File: src/design/rgbhsv_pkg.sv
// rgbhsv_pkg: types and constants shared by the rgb to hsv converter
// holds the divider lane and stage payload types and the cell step function
// no dependencies
package rgbhsv_pkg;

   // quotient bits, one divider cell per bit
   localparam int QBITS    = 17;
   // divisor width (twice an 8-bit value)
   localparam int DBITS    = 9;
   // full dividend width: partial remainder on top of the quotient bits
   localparam int XBITS    = DBITS + QBITS;
   localparam int HUE_W    = 15;
   localparam int SAT_W    = 17;
   localparam int VAL_W    = 8;
   localparam int RSP_W    = 40;
   localparam int REQ_W    = 24;

   // hue sextant in 1/64 degree and the upper ends of the result ranges
   localparam logic [11:0]      HUE_SEXTANT = 12'd3840;
   localparam logic [HUE_W-1:0] HUE_MAX     = 15'd23039;
   localparam logic [SAT_W-1:0] SAT_MAX     = 17'd65536;

   // sextant offsets picked by the channel that holds the maximum
   localparam logic [2:0] BASE_RED  = 3'd0;
   localparam logic [2:0] BASE_WRAP = 3'd6;
   localparam logic [2:0] BASE_GRN  = 3'd2;
   localparam logic [2:0] BASE_BLU  = 3'd4;

   // one restoring divider lane: remainder, divisor, dividend bits with
   // quotient bits shifted in from the bottom
   typedef struct packed {
      logic [DBITS-1:0] rem;
      logic [DBITS-1:0] dvs;
      logic [QBITS-1:0] nq;
   } lane_type;

   // payload moving down the chain
   typedef struct packed {
      logic [VAL_W-1:0] value;
      lane_type         hue;
      lane_type         sat;
   } stage_type;

   // one quotient bit of restoring division
   function automatic lane_type div_step(lane_type lane);
      logic [DBITS:0] trial;
      logic [DBITS:0] diff;
      logic           ge;
      lane_type       nxt;
      trial   = {lane.rem, lane.nq[QBITS-1]};
      diff    = trial - {1'b0, lane.dvs};
      ge      = (trial >= {1'b0, lane.dvs});
      nxt.dvs = lane.dvs;
      nxt.rem = ge ? diff[DBITS-1:0] : trial[DBITS-1:0];
      nxt.nq  = {lane.nq[QBITS-2:0], ge};
      return nxt;
   endfunction

endpackage

File: src/design/rgb_to_hsv_converter.sv
// rgb_to_hsv_converter: pixel rgb to hsv, one request per clock unless stalled
// path: an accepted request goes through the setup stage, 17 divider cells
// each giving one quotient bit of hue and saturation, and the output register
// throughput: one request per cycle when not stalled, set by the divider chain
// reset: synchronous active-high reset clears all valid flags, payload is not reset
// depends on rgbhsv_pkg, rgbhsv_prep, rgbhsv_div_cell, rgbhsv_out_buf
module rgb_to_hsv_converter (
   input  logic        clock,
   input  logic        reset,
   input  logic        req_tvalid,
   output logic        req_tready,
   input  logic [23:0] req_tdata,   // red[7:0], green[15:8], blue[23:16]
   output logic        rsp_tvalid,
   input  logic        rsp_tready,
   output logic [39:0] rsp_tdata    // hue[14:0], saturation[31:15], value[39:32]
);

   localparam int N = rgbhsv_pkg::QBITS;

   logic                         en;
   logic                         chain_valid [N+1];
   rgbhsv_pkg::stage_type        chain_data  [N+1];
   logic [rgbhsv_pkg::RSP_W-1:0] result;

   assign req_tready = en;

   // setup stage
   rgbhsv_prep u_prep (
      .clock     (clock),
      .reset     (reset),
      .en        (en),
      .in_valid  (req_tvalid),
      .red       (req_tdata[7:0]),
      .green     (req_tdata[15:8]),
      .blue      (req_tdata[23:16]),
      .out_valid (chain_valid[0]),
      .out_data  (chain_data[0])
   );

   // divider chain, one quotient bit per cell
   for (genvar i = 0; i < N; i++) begin : g_cell
      rgbhsv_div_cell u_cell (
         .clock     (clock),
         .reset     (reset),
         .en        (en),
         .in_valid  (chain_valid[i]),
         .in_data   (chain_data[i]),
         .out_valid (chain_valid[i+1]),
         .out_data  (chain_data[i+1])
      );
   end

   // pack the finished quotients
   assign result = {chain_data[N].value,
                    chain_data[N].sat.nq[rgbhsv_pkg::SAT_W-1:0],
                    chain_data[N].hue.nq[rgbhsv_pkg::HUE_W-1:0]};

   rgbhsv_out_buf u_out (
      .clock      (clock),
      .reset      (reset),
      .in_valid   (chain_valid[N]),
      .in_data    (result),
      .en         (en),
      .rsp_tvalid (rsp_tvalid),
      .rsp_tready (rsp_tready),
      .rsp_tdata  (rsp_tdata)
   );

   // input only stalls while a response is waiting
   a_stall_has_rsp : assert property (@(posedge clock) disable iff (reset)
      !req_tready |-> rsp_tvalid)
      else $error("request stalled with no response pending");

   a_hue_range : assert property (@(posedge clock) disable iff (reset)
      rsp_tvalid |-> rsp_tdata[14:0] <= rgbhsv_pkg::HUE_MAX)
      else $error("hue out of range");

   a_sat_range : assert property (@(posedge clock) disable iff (reset)
      rsp_tvalid |-> rsp_tdata[31:15] <= rgbhsv_pkg::SAT_MAX)
      else $error("saturation out of range");

   // black pixel gives zero hue and saturation
   a_black : assert property (@(posedge clock) disable iff (reset)
      rsp_tvalid && rsp_tdata[39:32] == 8'd0 |-> rsp_tdata[31:0] == 32'd0)
      else $error("black pixel with nonzero hue or saturation");

endmodule

File: src/design/rgbhsv_prep.sv
// rgbhsv_prep: first stage, finds max, min and delta and sets up both dividers
// depends on rgbhsv_pkg
module rgbhsv_prep (
   input  logic                  clock,
   input  logic                  reset,
   input  logic                  en,
   input  logic                  in_valid,
   input  logic [7:0]            red,
   input  logic [7:0]            green,
   input  logic [7:0]            blue,
   output logic                  out_valid,
   output rgbhsv_pkg::stage_type out_data
);

   logic                   valid_ff;
   logic                   valid_in;
   rgbhsv_pkg::stage_type  data_ff;
   rgbhsv_pkg::stage_type  data_in;

   logic [7:0]  mx;
   logic [7:0]  mn;
   logic [7:0]  delta;
   logic [2:0]  base;
   logic [9:0]  diff;
   logic [10:0] bd;
   logic [11:0] sum_s;
   logic [22:0] total;
   logic [rgbhsv_pkg::XBITS-1:0] x_hue;
   logic [rgbhsv_pkg::XBITS-1:0] x_sat;

   // max, min and delta of the three channels
   always_comb begin
      mx = red;
      if (green > mx) mx = green;
      if (blue > mx) mx = blue;
      mn = red;
      if (green < mn) mn = green;
      if (blue < mn) mn = blue;
      delta = mx - mn;
   end

   // hue numerator in delta units: base*delta + signed channel difference
   always_comb begin
      if (mx == red) begin
         diff = {2'b00, green} - {2'b00, blue};
         base = (green >= blue) ? rgbhsv_pkg::BASE_RED : rgbhsv_pkg::BASE_WRAP;
      end else if (mx == green) begin
         diff = {2'b00, blue} - {2'b00, red};
         base = rgbhsv_pkg::BASE_GRN;
      end else begin
         diff = {2'b00, red} - {2'b00, green};
         base = rgbhsv_pkg::BASE_BLU;
      end
      bd    = {8'd0, base} * {3'd0, delta};
      sum_s = {1'b0, bd} + {{2{diff[9]}}, diff};
      total = {12'd0, sum_s[10:0]} * {11'd0, rgbhsv_pkg::HUE_SEXTANT};
   end

   // rounded dividends (2n + d) over divisors 2d; zero cases divide 0 by 2
   always_comb begin
      x_sat = {1'b0, delta, 17'd0} + {18'd0, mx};
      x_hue = {1'b0, total, 1'b0} + {18'd0, delta};
      data_in.value = mx;
      if (mx != 8'd0) begin
         data_in.sat.dvs = {mx, 1'b0};
         data_in.sat.rem = x_sat[rgbhsv_pkg::XBITS-1:rgbhsv_pkg::QBITS];
         data_in.sat.nq  = x_sat[rgbhsv_pkg::QBITS-1:0];
      end else begin
         data_in.sat.dvs = 9'd2;
         data_in.sat.rem = '0;
         data_in.sat.nq  = '0;
      end
      if (delta != 8'd0) begin
         data_in.hue.dvs = {delta, 1'b0};
         data_in.hue.rem = x_hue[rgbhsv_pkg::XBITS-1:rgbhsv_pkg::QBITS];
         data_in.hue.nq  = x_hue[rgbhsv_pkg::QBITS-1:0];
      end else begin
         data_in.hue.dvs = 9'd2;
         data_in.hue.rem = '0;
         data_in.hue.nq  = '0;
      end
      valid_in = in_valid;
   end

   // stage register
   always_ff @(posedge clock) begin
      if (reset) begin
         valid_ff <= 1'b0;
      end else if (en) begin
         valid_ff <= valid_in;
      end
   end

   always_ff @(posedge clock) begin
      if (en) begin
         data_ff <= data_in;
      end
   end

   assign out_valid = valid_ff;
   assign out_data  = data_ff;

endmodule

File: src/design/rgbhsv_div_cell.sv
// rgbhsv_div_cell: one cell of the divider chain, one quotient bit per lane
// depends on rgbhsv_pkg
module rgbhsv_div_cell (
   input  logic                  clock,
   input  logic                  reset,
   input  logic                  en,
   input  logic                  in_valid,
   input  rgbhsv_pkg::stage_type in_data,
   output logic                  out_valid,
   output rgbhsv_pkg::stage_type out_data
);

   logic                  valid_ff;
   rgbhsv_pkg::stage_type data_ff;
   rgbhsv_pkg::stage_type data_in;

   // one step on both lanes, value rides along
   always_comb begin
      data_in.value = in_data.value;
      data_in.hue   = rgbhsv_pkg::div_step(in_data.hue);
      data_in.sat   = rgbhsv_pkg::div_step(in_data.sat);
   end

   always_ff @(posedge clock) begin
      if (reset) begin
         valid_ff <= 1'b0;
      end else if (en) begin
         valid_ff <= in_valid;
      end
   end

   always_ff @(posedge clock) begin
      if (en) begin
         data_ff <= data_in;
      end
   end

   assign out_valid = valid_ff;
   assign out_data  = data_ff;

endmodule

File: src/design/rgbhsv_out_buf.sv
// rgbhsv_out_buf: output register with a one-entry skid stage
// depends on rgbhsv_pkg
module rgbhsv_out_buf (
   input  logic                          clock,
   input  logic                          reset,
   input  logic                          in_valid,
   input  logic [rgbhsv_pkg::RSP_W-1:0]  in_data,
   output logic                          en,
   output logic                          rsp_tvalid,
   input  logic                          rsp_tready,
   output logic [rgbhsv_pkg::RSP_W-1:0]  rsp_tdata
);

   logic                         out_valid_ff;
   logic                         out_valid_in;
   logic [rgbhsv_pkg::RSP_W-1:0] out_data_ff;
   logic [rgbhsv_pkg::RSP_W-1:0] out_data_in;
   logic                         skid_valid_ff;
   logic                         skid_valid_in;
   logic [rgbhsv_pkg::RSP_W-1:0] skid_data_ff;
   logic [rgbhsv_pkg::RSP_W-1:0] skid_data_in;
   logic                         take;

   // chain moves while the skid entry is free
   assign en   = !skid_valid_ff;
   assign take = in_valid && en;

   // refill the output from skid first, then from the chain
   always_comb begin
      out_valid_in  = out_valid_ff;
      out_data_in   = out_data_ff;
      skid_valid_in = skid_valid_ff;
      skid_data_in  = skid_data_ff;
      if (!out_valid_ff || rsp_tready) begin
         if (skid_valid_ff) begin
            out_valid_in  = 1'b1;
            out_data_in   = skid_data_ff;
            skid_valid_in = 1'b0;
         end else begin
            out_valid_in = take;
            out_data_in  = in_data;
         end
      end else if (take) begin
         skid_valid_in = 1'b1;
         skid_data_in  = in_data;
      end
   end

   always_ff @(posedge clock) begin
      if (reset) begin
         out_valid_ff  <= 1'b0;
         skid_valid_ff <= 1'b0;
      end else begin
         out_valid_ff  <= out_valid_in;
         skid_valid_ff <= skid_valid_in;
      end
   end

   always_ff @(posedge clock) begin
      out_data_ff  <= out_data_in;
      skid_data_ff <= skid_data_in;
   end

   assign rsp_tvalid = out_valid_ff;
   assign rsp_tdata  = out_data_ff;

endmodule
File: config.mk
export PLATFORM = sky130hd
export DESIGN_NAME = rgb_to_hsv_converter
export DESIGN_NICKNAME = d
export VERILOG_FILES = /design/src/design/rgbhsv_pkg.sv /design/src/design/rgb_to_hsv_converter.sv /design/src/design/rgbhsv_prep.sv /design/src/design/rgbhsv_div_cell.sv /design/src/design/rgbhsv_out_buf.sv
export SDC_FILE = /design/constraint.sdc
export NUM_CORES = 2
export LEC_CHECK = 0
export ABC_AREA = 1
export ABC_CLOCK_PERIOD_IN_PS = 43100
export BUFFER_PORTS_ARGS = -buffer_cell sky130_fd_sc_hd__buf_2
export CAP_MARGIN = 20
export CORE_ASPECT_RATIO = 1.5
export CORE_UTILIZATION = 55
export DETAILED_ROUTE_END_ITERATION = 12
export MAX_ROUTING_LAYER = met4
export PLACE_DENSITY = 0.81
export SYNTH_ARGS = -nofsm -noshare
export SYNTH_HDL_FRONTEND = slang
export SYNTH_SLANG_ARGS = --single-unit
export TNS_END_PERCENT = 1
File: constraint.sdc
create_clock -name clock -period 43.1 [get_ports clock]
set_input_delay 4.31 -clock clock [delete_from_list [all_inputs] [get_ports clock]]
set_output_delay 4.31 -clock clock [all_outputs]
set_load 0.02 [all_outputs]
==> metrics <==
status=finished, final reports clean; Final Hold Viols=0; core area=94,300 µm²; Max-slew headroom=0.228; post-CTS setup buffers=0; wire length on met3=2700 µm; Distinct cells, synth=45; via count=30.3k; Fillers=7,013; commonest non-fill, non-tap cell in the layout=edfxtp_1; critical path data arrival time=14.06 ns; largest net degree at the start of global routing=203; Die Span Y=379 µm; H-Tree Level Count=3; Final Critical Period=13.64 ns; Hold Crit Start=g_cell[7].u_cell.out_data[71]; vias per cell=5.30; Post-synth ARST share=0; M1 wire length=30,300 µm; critical path class=input pin to flop; Avg Inst Size Synth=12.3 µm²; PostCTS Resize Cnt=0; top routing layer in use=met4; CP Launch Point=req_tdata[10]; CP max FO=16; pre-CTS setup slack=28.82 ns; initial core utilization=0.554; EDFF count, synth=1,118; CP peak stage delay=0.53 ns; RD Place Congestion=0.888; setup ws final=29.46 ns; Post-Route Setup TNS=0 ns; port bufs=69; layout cells sized above 1=0.0628; initial antenna violation count=0; Final Max Slew Viols=0; clock buffer depth=3; Clock Latency Late Sink=0.68 ns; # setup viols final=0; number of placement rows=138; Syn. warnings=0; Worst-path clk slew=0.07 ns; WL per Instance=16.5 µm; Area Growth Syn to Fin=9.77%; Max Clk Rate=0.0733 GHz; first-pass GRT wire length=150,000 µm; sequential element share of the synthesized area=0.650; Synth Register Bits=1,138; crit path capture type=flop; Worst path most repeated cell=nand2_1; HPWL after DPL=67,400 µm; IO Pins=70; n_diodes=0; root buffer cell=clkbuf_16; TritonCTS clock tree=built; reg2reg start=u_out.skid_valid_ff; nets@finish=4,816; worst min path class=flop to flop; Post-Route WL=94,500 µm; GR Overflow Total=0; Antenna Nets Post-Route=0; most frequent cells in the layout=edfxtp_1 (1,118), nand2_1 (581), inv_1 (572); Slew @ Worst Pin=1.16 ns; Crit-path slowest cell=fa_1; Max Cap Viol=0; CTS Hold Bufs=0; met2 WL post-DR=56,700 µm; vias in the first global route=31.6k; final worst path period share=0.316; Clock Skew=0.0243 ns; net count after synthesis=4,690; CP required=43.52 ns; DIE AREA=96,200 µm²; CTS buffer count=101; RSZ-0062 raised after global routing=false; Cell Area, Synth=52,200 µm²; Sink Count=1,138; GRT Overall Usage=0.206; drt first-iter violations=1,864; DRC=0; startpoint types=input pin; Syn Inst Count=4,253; Die X=254 µm; drt first pass iters=5; Primary FF master, synth=edfxtp_1
metrics by stage:
stage	std cells	instance area, µm²	utilization	hold WS, ns
3_3_place_gp	5535	54000	0.573	0.400
3_5_place_dp	5536	54100	0.573	0.405
4_1_cts	5718	57300	0.608	0.401
2_1_floorplan	4253	52200	-	0.400
6_report	5718	57300	0.608	0.400
5_1_grt	5718	57300	0.608	0.406
Yosys cell counts (2+ instances only):
cell | count | share of area
buf_6 | 2 | 0.00043
nand2_1 | 582 | 0.042
clkbuf_1 | 56 | 0.0040
nor2_2 | 2 | 0.00024
nand2_4 | 3 | 0.00065
xnor2_1 | 77 | 0.013
edfxtp_1 | 1118 | 0.64
dfxtp_1 | 20 | 0.0077
or2_2 | 8 | 0.00096
nand4_1 | 15 | 0.0018
nand2_2 | 18 | 0.0022
o21ai_0 | 176 | 0.017
nor3_1 | 31 | 0.0030
nor2_1 | 408 | 0.029
xor2_1 | 138 | 0.023
a211oi_1 | 19 | 0.0027
nand3_2 | 5 | 0.00096
buf_4 | 2 | 0.00029
o31ai_1 | 7 | 0.0010
fa_1 | 58 | 0.022
o21ai_1 | 4 | 0.00038
o21a_1 | 3 | 0.00043
a21o_1 | 5 | 0.00072
o211ai_1 | 24 | 0.0034
a31oi_1 | 9 | 0.0011
ha_1 | 351 | 0.084
a21oi_1 | 383 | 0.037
nand3_1 | 104 | 0.010
o21bai_1 | 14 | 0.0020
a211o_1 | 2 | 0.00034
nor4_1 | 16 | 0.0019
o22ai_1 | 6 | 0.00072
nor2_4 | 2 | 0.00043
nand3b_1 | 2 | 0.00029
inv_1 | 573 | 0.041
registers in the layout, summed over array words and instances (netlist names):
register / count
g_cell.u_cell.out_data: 989
g_cell.u_cell.out_valid: 17
u_out.rsp_tdata: 40
u_out.rsp_tvalid: 1
u_out.skid_data_ff: 40
u_out.skid_valid_ff: 1
u_prep.out_data: 49
u_prep.out_valid: 1
final timing paths:
| kind | cells after the start | to | slack [ns] |
|---|---|---|---|
| worst min-delay path | 0 | g_cell[8].u_cell.out_data[71] | 0.40 |
| worst max register to register | 6 | g_cell[5].u_cell.out_data[13] | 38.10 |
| worst min register to register | 0 | g_cell[8].u_cell.out_data[71] | 0.40 |
| worst max-delay path | 54 | u_prep.out_data[67] | 29.46 |
cells by family (layout without fill, tap and decap cells):
group                    after synthesis  in the layout  share of synthesized area
XOR/XNOR                             215            215                     0.0360
AND/OR/NAND/NOR                     1198           1198                     0.0938
AO/OA/AOI/OAI                        657            657                     0.0673
multiplexers                           1              1                   0.000216
buffers and inverters                635            840                     0.0461
adder cells (fa/ha/maj)              409            409                      0.106
flip-flops                          1138           1138                      0.650
layer usage:
layer  GRT usage  vias up
met2       0.426      600
li1            -    15000
met5           -        -
met4       0.112        0
met1       0.171    14500
met3      0.0233      263
worst max-delay path: cells and delay by family:
kind,cells,cell delay (ns)
buf+inv,9,1.06
simple gates,28,3.70
xor+xnor,2,0.33
compound gates,7,1.30
fa+ha+maj,8,3.29
layout make-up:
cell class	count	area, µm²	share of cell area
flip-flops and latches	1138	34000	0.592
inverters	573	2160	0.0376
clock inverters	68	712	0.0124
repair buffers	85	482	0.00840
clock buffers	114	2580	0.0449
well taps	1260	1580	0.0275
multi-input cells	2480	15900	0.277
Power is not shown: default switching activity piles up to over one toggle a cycle in this logic, so the estimate is an artifact.
